**src/rtl/snop_pkg.sv**
```systemverilog
`default_nettype none
package snop_pkg;
    // the larger normalized magnitude lies in [2^NORM_MSB, 2^(NORM_MSB+1))
    localparam int NORM_MSB   = 29;
    localparam int NORM_W     = NORM_MSB + 1;
    localparam int SQ_W       = 2 * NORM_W;
    localparam int SUM_W      = SQ_W + 1;
    localparam int REM_W      = SUM_W + 2;
    localparam int ROOT_W     = 31;
    localparam int DIV_W      = 64;
    localparam int SHIFT_W    = 6;

    typedef logic [REM_W-1:0]  t_rem;
    typedef logic [ROOT_W-1:0] t_root;
    typedef logic [DIV_W-1:0]  t_div;
endpackage
`default_nettype wire

```
**src/rtl/snop_div_cell.sv**
```systemverilog
`default_nettype none
module snop_div_cell #(
    parameter int BIT = 0,
    parameter int QW  = 9
) (
    input  wire                 i_clk,
    input  wire                 i_en,
    input  snop_pkg::t_div      i_rem,
    input  snop_pkg::t_div      i_dvs,
    input  wire [QW-1:0]        i_quo,
    output snop_pkg::t_div      o_rem,
    output snop_pkg::t_div      o_dvs,
    output logic [QW-1:0]       o_quo
);
    snop_pkg::t_div r_rem, r_dvs, n_rem, trial;
    logic [QW-1:0]  r_quo, n_quo;
    logic           fits;

    always_comb begin
        trial = i_dvs << BIT;
        fits  = i_rem >= trial;
        n_rem = fits ? i_rem - trial : i_rem;
        n_quo = fits ? (i_quo | (QW'(1) << BIT)) : i_quo;
    end

    always_ff @(posedge i_clk) begin
        if (i_en) begin
            r_rem <= n_rem;
            r_dvs <= i_dvs;
            r_quo <= n_quo;
        end
    end

    assign o_rem = r_rem;
    assign o_dvs = r_dvs;
    assign o_quo = r_quo;
endmodule
`default_nettype wire

```
**config.mk**
```make
export PLATFORM = sky130hd
export DESIGN_NAME = snop_div_cell
export DESIGN_NICKNAME = d
export VERILOG_FILES = /design/src/rtl/snop_pkg.sv /design/src/rtl/snop_div_cell.sv
export SDC_FILE = /design/constraint.sdc
export NUM_CORES = 1
export LEC_CHECK = 0
export ABC_CLOCK_PERIOD_IN_PS = 4950
export BUFFER_PORTS_ARGS = -buffer_cell sky130_fd_sc_hd__buf_4
export CAP_MARGIN = 30
export CORE_UTILIZATION = 35
export DETAILED_ROUTE_END_ITERATION = 6
export PLACE_DENSITY_LB_ADDON = 0.15
export SKIP_CTS_REPAIR_TIMING = 1
export SLEW_MARGIN = 20
export SYNTH_ARGS = -nofsm -noshare
export SYNTH_HDL_FRONTEND = slang
export SYNTH_SLANG_ARGS = --single-unit
```
**constraint.sdc**
```tcl
create_clock -name i_clk -period 4.95 [get_ports i_clk]
set_clock_uncertainty 0.05 [all_clocks]
set_input_delay 0.7425 -clock i_clk [delete_from_list [all_inputs] [get_ports i_clk]]
set_output_delay 0.7425 -clock i_clk [all_outputs]
set_load 0.05 [all_outputs]
```
## Word level (Yosys, flattened, before mapping)

Index checks and enable logic that the tools add are counted.
W data, S select, Z words.

| storage, ports and cells | value |
|---|---|
| register bits | 137 |
| logic and storage cells | 7 |

| cells by class | value |
|---|---|
| add/subtract/negate cells | 1 |
| magnitude comparators | 1 |
| multiplexer cells | 1 |

Operators by type and width:

| operator | count |
|---|---|
| $ge A64 B64 Y1 | 1 |
| $mux W64 | 1 |
| $sub A64 B64 Y64 | 1 |

## Depth between registers and ports, before layout

| depth | value |
|---|---|
| depth after elaboration | 2 |
| depth in mapped cells | 15 |

## Worst setup path before layout

No wires, ideal clock.

| timing | value |
|---|---|
| kind | input to register |
| from | input i_rem[0] |
| to | register r_rem[39], in the netlist o_rem[39], data pin |
| setup time | 0.260 ns |
| data arrival time | 3.563 ns |
| data required time | 4.640 ns |
| slack | 1.077 ns |
| cell stages on the path | 13 |
| buffers on the path | 1 |
| path through | inv_1 ha_1 fa_1 nor2b_1 o31ai_1 a211oi_2 o22ai_1 a31oi_2 a21oi_1 and4b_1 o41ai_4 buf_2 mux2_2 |

| on the way | value |
|---|---|
| cells in the longest elaborated chain, start to end | 2 |
| elaborated cells between the ends (all ways) | 3 |
| those cells by class | add/sub: 1; order compare: 1; mux: 1 |

RTL lines:

| element | line | source |
|---|---|---|
| start, declared | snop_div_cell.sv:8 | `input snop_pkg::t_div i_rem,` |
| $sub A64 B64 Y64 / $ge A64 B64 Y1 (equally long branches) | snop_div_cell.sv:22, snop_div_cell.sv:21 |  |
| $mux W64 (*) | snop_div_cell.sv:22 | `n_rem = fits ? i_rem - trial : i_rem;` |
| net n_rem[39] | snop_div_cell.sv:15 | `snop_pkg::t_div r_rem, r_dvs, n_rem, trial;` |
| end signal, assigned | snop_div_cell.sv:28 | `r_rem <= n_rem;` |
| end, declared | snop_div_cell.sv:15 |  |

The timed path passes the listed nets; every way through them passes the cells marked *.
A chain may end at the register's enable or synchronous reset.

## Worst setup path after layout

| timing | value |
|---|---|
| from | input i_rem[0] |
| to | register r_rem[47], in the netlist o_rem[47], data pin |

Same word-level chain as after synthesis.

==> Flow_metrics.wiki <==
{| class="wikitable"
! Metric !! Value
|-
| Run status || finished, final reports clean
|-
| Area growth syn-to-layout || 33.3%
|-
| Highest clock frequency the design can meet || 0.247 GHz
|-
| Vias after detailed routing || 7837
|-
| Cell type contributing the most total cell area after synthesis || sky130_fd_sc_hd__edfxtp_1
|-
| Count of mapped cells out of synthesis || 933
|-
| Synth Net Count || 1137
|-
| Most numerous cell in the Yosys netlist || sky130_fd_sc_hd__edfxtp_1
|-
| Hold path startpoint || i_quo[2]
|-
| Share of final-layout standard cells stronger than drive strength 1 || 0.274
|-
| Crit path max-delay cell type || sky130_fd_sc_hd__o41ai_4
|-
| Synthesized area divided by synthesized cell count || 9.64 um2
|-
| Chip Height || 162 um
|-
| Library cells used by synthesis || 58
|-
| Crit path kind || primary input to register
|-
| Area taken by multi-input logic gates || 4400 um2
|-
| Relative slew slack || 0.492
|-
| Biggest area contributors in the synthesized netlist || sky130_fd_sc_hd__edfxtp_1 (46%), sky130_fd_sc_hd__ha_1 (8.9%), sky130_fd_sc_hd__a21oi_1 (7.2%)
|-
| Hold Crit Class || primary input to register
|-
| Number of I/O pins || 276
|-
| Leading register cell type out of synthesis || sky130_fd_sc_hd__edfxtp_1
|-
| Crit path max fanout || 70
|-
| Time the worst path needs with I/O delays and setup || 4.05 ns
|-
| Port Buf Inserts || 275
|-
| Cell-by-cell trace of the critical path || buf_4 -> inv_1 -> ha_1 -> fa_1 -> nor2b_1 -> o31ai_1 -> a211oi_2 -> o22ai_1 -> a31oi_2 -> a21oi_1 -> and4b_1 -> o41ai_4 -> buf_12 -> buf_4 -> a21oi_1
|-
| Die area || 26300 um2
|-
| Row cnt || 58
|-
| Maximum level of the CTS H-tree || 4
|-
| Post-layout nets || 1401
|-
| Total power || 4.30 mW
|-
| Dpl cells || 1508
|-
| Yosys warning count || 0
|-
| Static Leak || 5.35 nW
|-
| Post-synthesis async set-or-reset flop share || 0
|-
| Number of synthesized flops with an enable pin || 137
|-
| Required time of the critical path || 5.07 ns
|-
| Sum of net half-perimeters after detailed placement || 20600 um
|-
| Hold-critical path depth || 1
|-
| Utilization of the core after routing || 0.476
|-
| Clock tree from TritonCTS || done
|-
| Slew at the pin with the worst max-slew slack || 0.762 ns
|-
| Slowest stage delay, CP || 0.43 ns
|-
| Fillers || 2452
|-
| Vias per std cell || 5.09
|-
| Vias in the first global route || 7617
|-
| Number of remaining DRC errors || 0
|-
| Largest net degree at the start of global routing || 74
|-
| Worst Hold Path EP || o_quo[2]
|-
| Max Transition Viols Final || 0
|-
| Initial cell density of the core || 0.357
|-
| Worst setup SP type || primary input
|-
| Core footprint || 25200 um2
|-
| Routed Wire Length || 26400 um
|-
| Worst endpoint data arrival time || 4.16 ns
|-
| Number of routed nets with antenna violations || 0
|-
| Routability congestion estimate || 0.854
|-
| Minimum hold slack || 0.444 ns
|-
| Commonest cells in the netlist || sky130_fd_sc_hd__edfxtp_1 (137), sky130_fd_sc_hd__a21oi_1 (130), sky130_fd_sc_hd__nor2_1 (102), sky130_fd_sc_hd__inv_1 (83)
|-
| Max rail drop VDD || 0.158 mV
|-
| Sequential Area || 4110 um2
|-
| Average wire length per cell after detail routing || 17.1 um
|-
| Number of standard cells in the layout, taps in and fillers out || 1541
|-
| Drt initial violations || 502
|-
| Wire length of the first global-routing pass || 40200 um
|-
| Area share of the largest cell type after synthesis || 0.458
|-
| Root Buffer Master || sky130_fd_sc_hd__clkbuf_16
|-
| Setup crit end kind || register
|-
| Post-synth design cell area || 8990 um2
|-
| Clk sink count || 137
|-
| Buffer depth of the longest clock path || 2
|-
| Number of antenna violations at the first check in global routing || 1
|-
| All-Layer GR Usage || 0.198
|-
| Clock transition at path regs || 0.06 ns
|-
| Count of max-cap constraint violations || 0
|-
| Inserted Clock Buffers || 17
|-
| Sequential element share of the synthesized area || 0.458
|-
| Setup tns final || 0 ns
|-
| Final hold viol count || 0
|-
| Share of the cycle needed by the critical path after routing || 0.817
|-
| X dimension of the die || 162 um
|-
| FF+latch count, synth || 137
|-
| Router iterations before antenna repair || 5
|-
| Final global-route overflow total || 0
|-
| Final setup violation count || 0
|-
| Power per cell area || 359 nW/um2
|-
| Setup repair after global routing missed its margin || false
|}
==> through the flow <==
step / instance area (um2) / setup WS (ns)
after floorplan: 8990 / 1.08
after global placement: 11400 / 0.572
after detailed placement: 11400 / 0.473
after CTS: 12000 / 0.929
after global routing: 12000 / 0.593
final: 12000 / 0.904
==> cell families after synthesis <==
| logic type | count (synthesis) | synth area share |
|---|---|---|
| adder cells (fa/ha/maj) | 65 | 0.0913 |
| buffers and inverters | 120 | 0.0526 |
| multiplexers | 16 | 0.0198 |
| AND/OR/NAND/NOR | 252 | 0.128 |
| AO/OA/AOI/OAI | 283 | 0.192 |
| flip-flops | 137 | 0.458 |
| XOR/XNOR | 60 | 0.0585 |
==> final cells by class <==
cell class              count  share of cell area
multi-input cells         676               0.368
flip-flops and latches    137               0.343
repair buffers            282               0.178
clock buffers              19              0.0361
well taps                 330              0.0345
inverters                  83              0.0260
clock inverters            13              0.0142
diodes                      1            0.000209
==> worst max-delay path: cells and delay by family <==
| family | cells | cell delay (ns) |
|---|---|---|
| fa+ha+maj | 2 | 0.62 |
| compound gates | 7 | 1.61 |
| buf+inv | 4 | 0.74 |
| simple gates | 2 | 0.39 |
==> cell usage in the layout, fill, tap and decap left out, types with 12 or more instances in the layout <==
master	count
sky130_fd_sc_hd__buf_4	280
sky130_fd_sc_hd__edfxtp_1	137
sky130_fd_sc_hd__a21oi_1	130
sky130_fd_sc_hd__nor2_1	102
sky130_fd_sc_hd__inv_1	83
sky130_fd_sc_hd__nand2_1	64
sky130_fd_sc_hd__ha_1	64
sky130_fd_sc_hd__o21ai_0	47
sky130_fd_sc_hd__a21o_1	39
sky130_fd_sc_hd__xnor2_1	32
sky130_fd_sc_hd__xor2_1	28
sky130_fd_sc_hd__nand4_1	24
sky130_fd_sc_hd__clkbuf_16	17
sky130_fd_sc_hd__mux2_2	14
sky130_fd_sc_hd__nand3_1	12
==> state kept, by name (all words and copies together) (netlist names) <==
name,flops
o_quo,9
o_rem,64
o_dvs,64
==> worst max path at each step <==
stage	start	to	slack, ns
after floorplan	i_rem[0]	o_rem[39]	1.08
after global placement	i_rem[0]	o_rem[42]	0.57
after detailed placement	i_rem[0]	o_rem[13]	0.47
after CTS	i_rem[0]	o_rem[13]	0.93
after global routing	i_rem[0]	o_rem[47]	0.59
final	i_rem[0]	o_rem[47]	0.90
==> metal layers <==
layer,track usage,share of wire,wire length (um)
met1,0.268,0.46,12100
met3,0.0529,0.075,1980
met4,0.0510,0.011,283
met5,0,0,0
met2,0.311,0.46,12100
==> power breakdown <==
group          switching [mW]  internal (mW)
clock                   0.554          0.799
sequential             0.0356           1.44
combinational           0.969          0.507
Note: power is estimated with default switching activity, not from simulation.
