`config.mk`:
```
export PLATFORM = sky130hd
export DESIGN_NAME = snop_sqrt_cell
export DESIGN_NICKNAME = d
export VERILOG_FILES = /design/src/rtl/snop_pkg.sv /design/src/rtl/snop_sqrt_cell.sv
export SDC_FILE = /design/constraint.sdc
export NUM_CORES = 1
export LEC_CHECK = 0
export BUFFER_PORTS_ARGS = -buffer_cell sky130_fd_sc_hd__buf_2
export CAP_MARGIN = 20
export CORE_MARGIN = 2
export CORE_UTILIZATION = 35
export CTS_BUF_LIST = sky130_fd_sc_hd__clkbuf_16
export DETAILED_ROUTE_END_ITERATION = 12
export PLACE_DENSITY = 0.66
export SYNTH_ARGS = -nofsm -noshare
export SYNTH_HDL_FRONTEND = slang
export SYNTH_SLANG_ARGS = --single-unit
```
`constraint.sdc`:
```
create_clock -name i_clk -period 4.5 [get_ports i_clk]
set_input_delay 0.45 -clock i_clk [delete_from_list [all_inputs] [get_ports i_clk]]
set_output_delay 0.45 -clock i_clk [all_outputs]
set_load 0.01 [all_outputs]
```
`src/rtl/snop_pkg.sv`:
```
`default_nettype none
package snop_pkg;
    // the larger normalized magnitude lies in [2^NORM_MSB, 2^(NORM_MSB+1))
    localparam int NORM_MSB   = 29;
    localparam int NORM_W     = NORM_MSB + 1;
    localparam int SQ_W       = 2 * NORM_W;
    localparam int SUM_W      = SQ_W + 1;
    localparam int REM_W      = SUM_W + 2;
    localparam int ROOT_W     = 31;
    localparam int DIV_W      = 64;
    localparam int SHIFT_W    = 6;

    typedef logic [REM_W-1:0]  t_rem;
    typedef logic [ROOT_W-1:0] t_root;
    typedef logic [DIV_W-1:0]  t_div;
endpackage
`default_nettype wire

```
`src/rtl/snop_sqrt_cell.sv`:
```
`default_nettype none
module snop_sqrt_cell #(
    parameter int BIT = 0
) (
    input  wire                 i_clk,
    input  wire                 i_en,
    input  snop_pkg::t_rem      i_rem,
    input  snop_pkg::t_root     i_root,
    output snop_pkg::t_rem      o_rem,
    output snop_pkg::t_root     o_root
);
    snop_pkg::t_rem  r_rem, n_rem;
    snop_pkg::t_root r_root, n_root;
    snop_pkg::t_rem  trial;
    logic            fits;

    // (root + 2^bit)^2 - root^2
    always_comb begin
        trial  = (snop_pkg::t_rem'(i_root) << (BIT + 1))
               | (snop_pkg::t_rem'(1) << (2 * BIT));
        fits   = i_rem >= trial;
        n_rem  = fits ? i_rem - trial : i_rem;
        n_root = fits ? (i_root | (snop_pkg::t_root'(1) << BIT)) : i_root;
    end

    always_ff @(posedge i_clk) begin
        if (i_en) begin
            r_rem  <= n_rem;
            r_root <= n_root;
        end
    end

    assign o_rem  = r_rem;
    assign o_root = r_root;
endmodule
`default_nettype wire

```
## Word-level counts from Yosys, hierarchy flattened

Cells that the tools add are included.

| operators by class | value |
|---|---|
| add/sub/neg operators | 1 |
| order comparisons | 1 |
| muxes and demuxes | 1 |

Operators by type and width:

| cell | count |
|---|---|
| $ge A63 B32 Y1 | 1 |
| $mux W63 | 1 |
| $sub A63 B32 Y63 | 1 |

| storage, ports and cells | value |
|---|---|
| bits in registers | 94 |
| input bits | 96 |
| output and inout bits | 94 |
| logic and storage cells | 6 |

## Logic depth before layout (Yosys ltp)

| depth | value |
|---|---|
| depth in word-level cells | 2 |
| mapped depth | 13 |
| mapped depth without buffers | 10 |

## Worst setup path after synthesis

OpenSTA, ideal clock, no wires.

| path | value |
|---|---|
| path type | input to register |
| start point | input i_rem[38] |
| end point | register r_rem[43], in the netlist o_rem[43] (data pin) |
| library setup time | 0.258 ns |
| arrival time | 2.785 ns |
| data required time | 4.242 ns |
| setup slack | 1.457 ns |
| cell stages on the path | 7 |
| path buffers | 1 |
| path through | buf_6 -> or4_1 -> or3_4 -> or4_4 -> o21a_4 -> or4_4 -> xnor2_2 |

| between the ends | value |
|---|---|
| longest elaborated chain between the ends | 2 |
| elaborated cells on any way between the ends | 3 |
| those cells by class | 1 x add/sub; 1 x order compare; 1 x mux |

Ends and longest elaborated chain:

| what | RTL line | source |
|---|---|---|
| from (decl) | snop_sqrt_cell.sv:7 | `input snop_pkg::t_rem i_rem,` |
| $sub A63 B32 Y63 / $ge A63 B32 Y1 (equally long branches) | snop_sqrt_cell.sv:22, snop_sqrt_cell.sv:21 |  |
| $mux W63 (*) | snop_sqrt_cell.sv:22 | `n_rem = fits ? i_rem - trial : i_rem;` |
| via n_rem[43] | snop_sqrt_cell.sv:12 | `snop_pkg::t_rem r_rem, n_rem;` |
| to (signal assigned) | snop_sqrt_cell.sv:28 | `r_rem <= n_rem;` |
| to (decl) | snop_sqrt_cell.sv:12 |  |

Mark *: on every way through the listed nets, which the timed path passes. The rest lies on a longest branch.
A chain may end at the register's enable or synchronous reset.

## Worst setup path after layout

| path | value |
|---|---|
| start point | input i_root[0] |
| end point | register r_rem[61], in the netlist o_rem[61] (data pin) |

| between the ends | value |
|---|---|
| longest elaborated chain between the ends | 2 |
| elaborated cells on any way between the ends | 3 |
| those cells by class | 1 x add/sub; 1 x order compare; 1 x mux |

Ends and longest elaborated chain:

| what | RTL line | source |
|---|---|---|
| from (decl) | snop_sqrt_cell.sv:8 | `input snop_pkg::t_root i_root,` |
| $sub A63 B32 Y63 / $ge A63 B32 Y1 (equally long branches) | snop_sqrt_cell.sv:22, snop_sqrt_cell.sv:21 |  |
| $mux W63 (*) | snop_sqrt_cell.sv:22 |  |
| via n_rem[61] | snop_sqrt_cell.sv:12 |  |

Marks and branches as above.

==> summary.md <==
The run finished with clean final reports. Of all nets on the critical path, the largest fanout is 7. Based on the critical path, the design can be clocked at up to 0.296 GHz. The number of setup violations in the final report came out at 0. The area of all placed cells without fillers was 7540 µm²; the synthesis-to-layout area growth was 24.0%. The overall track demand over capacity in global routing is 0.186. The standard cell core area was 17100 µm²; the synthesized netlist cell count was 616. Counting flops and latches in the post-synthesis netlist gives 94.

Data required time of the critical path: 4.58 ns. The logs give 1004 for the placed instance count and 190 for the number of I/O pins. The run gives 70 as the pin count of the biggest net entering global routing. The setup fix buffers added after clock tree synthesis is 0, and the setup TNS is 0 ns. The die covers 18400 µm². The tools report the via count of the first global-routing pass as 5071. The layout has 1685 filler cells. The vertical extent of the die is 136 µm, and the sequential-to-total area share from yosys stat is 0.464.

TritonCTS built the clock tree. VDD sags by at most 0.209 mV. The logs give 48 for the site row count and 271 for the number of design-rule violations left by the first detailed-router iteration. The worst hold path class was in2reg. The static leakage power is 3.20 nW.

The share of synthesized registers carrying an async set or reset came out at 0. The first global-routing pass estimated 26700 µm of wire. The critical path capture point type is a flip-flop. Detailed placement ended at an HPWL of 13300 µm. In the post-synthesis netlist, the biggest area contributors are sky130_fd_sc_hd__edfxtp_1 (46%), sky130_fd_sc_hd__ha_1 (6.6%), sky130_fd_sc_hd__a21oi_1 (5.0%). The remaining design rule violation count is 0, and the final global-route overflow total is 0. The tools report the launch point of the worst path as i_root[0].

CTS built an H-tree with a depth of 3. Yosys mapped a number of flops with a built-in enable equal to 94. Setup repair after global routing left no endpoint under its margin. The leading register cell type out of synthesis is sky130_fd_sc_hd__edfxtp_1.

CTS saw 94 sinks. The start-to-end type of the worst setup path was in2reg. The run gives 1 as the number of antenna violations at the first check in global routing. The mapped netlist covers 6080 µm².

The logs give 0.355 for the initial cell density of the core and 52 for the number of distinct standard cells referenced by the synthesized netlist. The clock tree buffer depth was 2. After detailed routing, the average wire length per cell comes to 16.8 µm. The proportion of netlist area held by the largest area contributor came out at 0.464.

Once placement finished, the instance area stood at 7220 µm². In this run the most critical hold path is launched from i_root[8]. For the number of warning messages in the yosys log, the log shows 0.

The run gives 0 as the final hold violation count. The worst slew margin relative to its limit came out at 0.380. The congestion estimate from routability-driven global placement came to 0.902. The period utilization is 0.752, and the worst hold margin is 0.280 ns. Once the clock tree was built, the resizer swapped 0 gates to a different size. The worst-margin pin slew works out to 0.927 ns. The utilization after layout was 0.441. Counting the buffers created by CTS gives 9. Across the run, the number of max-cap violations was 0.

The number of port buffers works out to 189. The detailed-route via count is 5275, and the mean cell area of the mapped netlist is 9.87 µm². The die boundary width is 136 µm, and the net count of the finished layout is 919.

The tools report the number of nets produced by synthesis as 745. The routed design has 17200 µm of wire. Leaving out filler cells and counting taps, the final layout contains 1021.

The minimum clock period works out to 3.38 ns. The cell accounting for the most synthesized area is sky130_fd_sc_hd__edfxtp_1. The fraction of final layout cells with drive strength greater than 1 came out at 0.277. Power spread over the standard cell area amounts to 334 nW/µm². The via count normalized by instance count is 5.17.

Clock edge transition at the registers on the reported setup and hold paths: 0.07 ns. At the worst endpoint, the arrival time is 3.46 ns. The worst setup path is launched from an input port. The final count of pins violating max slew came out at 0. The clock root buffer master is sky130_fd_sc_hd__clkbuf_16.

The hold-fix buffer count after cts was 0; the first-pass iteration count of the detailed router was 5. In this run the remaining antenna-violating nets after routing total 0.
-- final cells by class --
type / instances / area (µm²) / share of cell area
diodes: 1 / 2.50 / 0.000332
clock buffers: 9 / 225 / 0.0299
clock inverters: 7 / 96.3 / 0.0128
inverters: 39 / 146 / 0.0194
multi-input cells: 452 / 2980 / 0.396
flip-flops and latches: 94 / 2820 / 0.374
well taps: 225 / 282 / 0.0373
repair buffers: 194 / 986 / 0.131
-- registers in the layout, indices dropped and copies added (netlist names) --
register,flops
o_rem,63
o_root,31
-- critical path, stage by stage --
cell and delay, ns:
sky130_fd_sc_hd__buf_2 0.10, sky130_fd_sc_hd__inv_1 0.05, sky130_fd_sc_hd__ha_1 0.30, sky130_fd_sc_hd__a211oi_1 0.34, sky130_fd_sc_hd__o211ai_1 0.21, sky130_fd_sc_hd__a21oi_1 0.31
sky130_fd_sc_hd__o211ai_1 0.22, sky130_fd_sc_hd__a31oi_1 0.48, sky130_fd_sc_hd__o21ai_1 0.36, sky130_fd_sc_hd__a2111oi_2 0.50, sky130_fd_sc_hd__xor2_1 0.14
-- Yosys cell counts (all sizes together) (13+ instances only) --
cell,n
xnor2,33
nor3,17
clkbuf,20
inv,39
nor2,53
a21o,24
a21oi,61
edfxtp,94
ha,32
xor2,28
nand3,14
o21ai,28
nand4,23
nor4,13
nand2,42
-- cells by family after synthesis --
| family | Yosys count | share of synthesized area |
|---|---|---|
| XOR/XNOR | 61 | 0.0891 |
| flip-flops | 94 | 0.464 |
| AO/OA/AOI/OAI | 152 | 0.155 |
| buffers and inverters | 70 | 0.0471 |
| AND/OR/NAND/NOR | 206 | 0.175 |
| adder cells (fa/ha/maj) | 33 | 0.0691 |
-- final timing paths --
check,to,cells past startpoint
setup / recovery,o_rem[61]$_DFFE_PP_,11
hold / removal,o_root[8]$_DFFE_PP_,1
-- report_power, final --
part	internal (mW)	switching [mW]
Sequential	1.08	0.0223
Combinational	0.243	0.345
Clock	0.488	0.337
Total	1.81	0.705
-- cell usage in the layout (no fill, tap or decap), types with 23 or more instances in the layout --
cell	count
sky130_fd_sc_hd__ha_1	32
sky130_fd_sc_hd__edfxtp_1	94
sky130_fd_sc_hd__a21o_1	24
sky130_fd_sc_hd__nand4_1	23
sky130_fd_sc_hd__xnor2_1	32
sky130_fd_sc_hd__xor2_1	28
sky130_fd_sc_hd__inv_1	39
sky130_fd_sc_hd__a21oi_1	61
sky130_fd_sc_hd__buf_2	188
sky130_fd_sc_hd__nand2_1	42
sky130_fd_sc_hd__nor2_1	53
sky130_fd_sc_hd__o21ai_0	25
-- metal layers --
metal / vias to the layer above / wire length [µm] / global-route usage
li1: 2615 / - / -
met1: 2450 / 7780 / 0.249
met2: 191 / 7920 / 0.297
met3: 19 / 1130 / 0.0406
met4: 0 / 333 / 0.0677
met5: - / 0 / 0
-- stage by stage --
stage                     worst slack [ns]  total power [mW]
final                                 1.12              2.52
after global routing                 0.882              2.65
after CTS                             1.08              2.54
after detailed placement             0.716              1.71
after global placement               0.766              1.71
after floorplan                       1.46              1.47
Power figures use the tool's default switching activity.
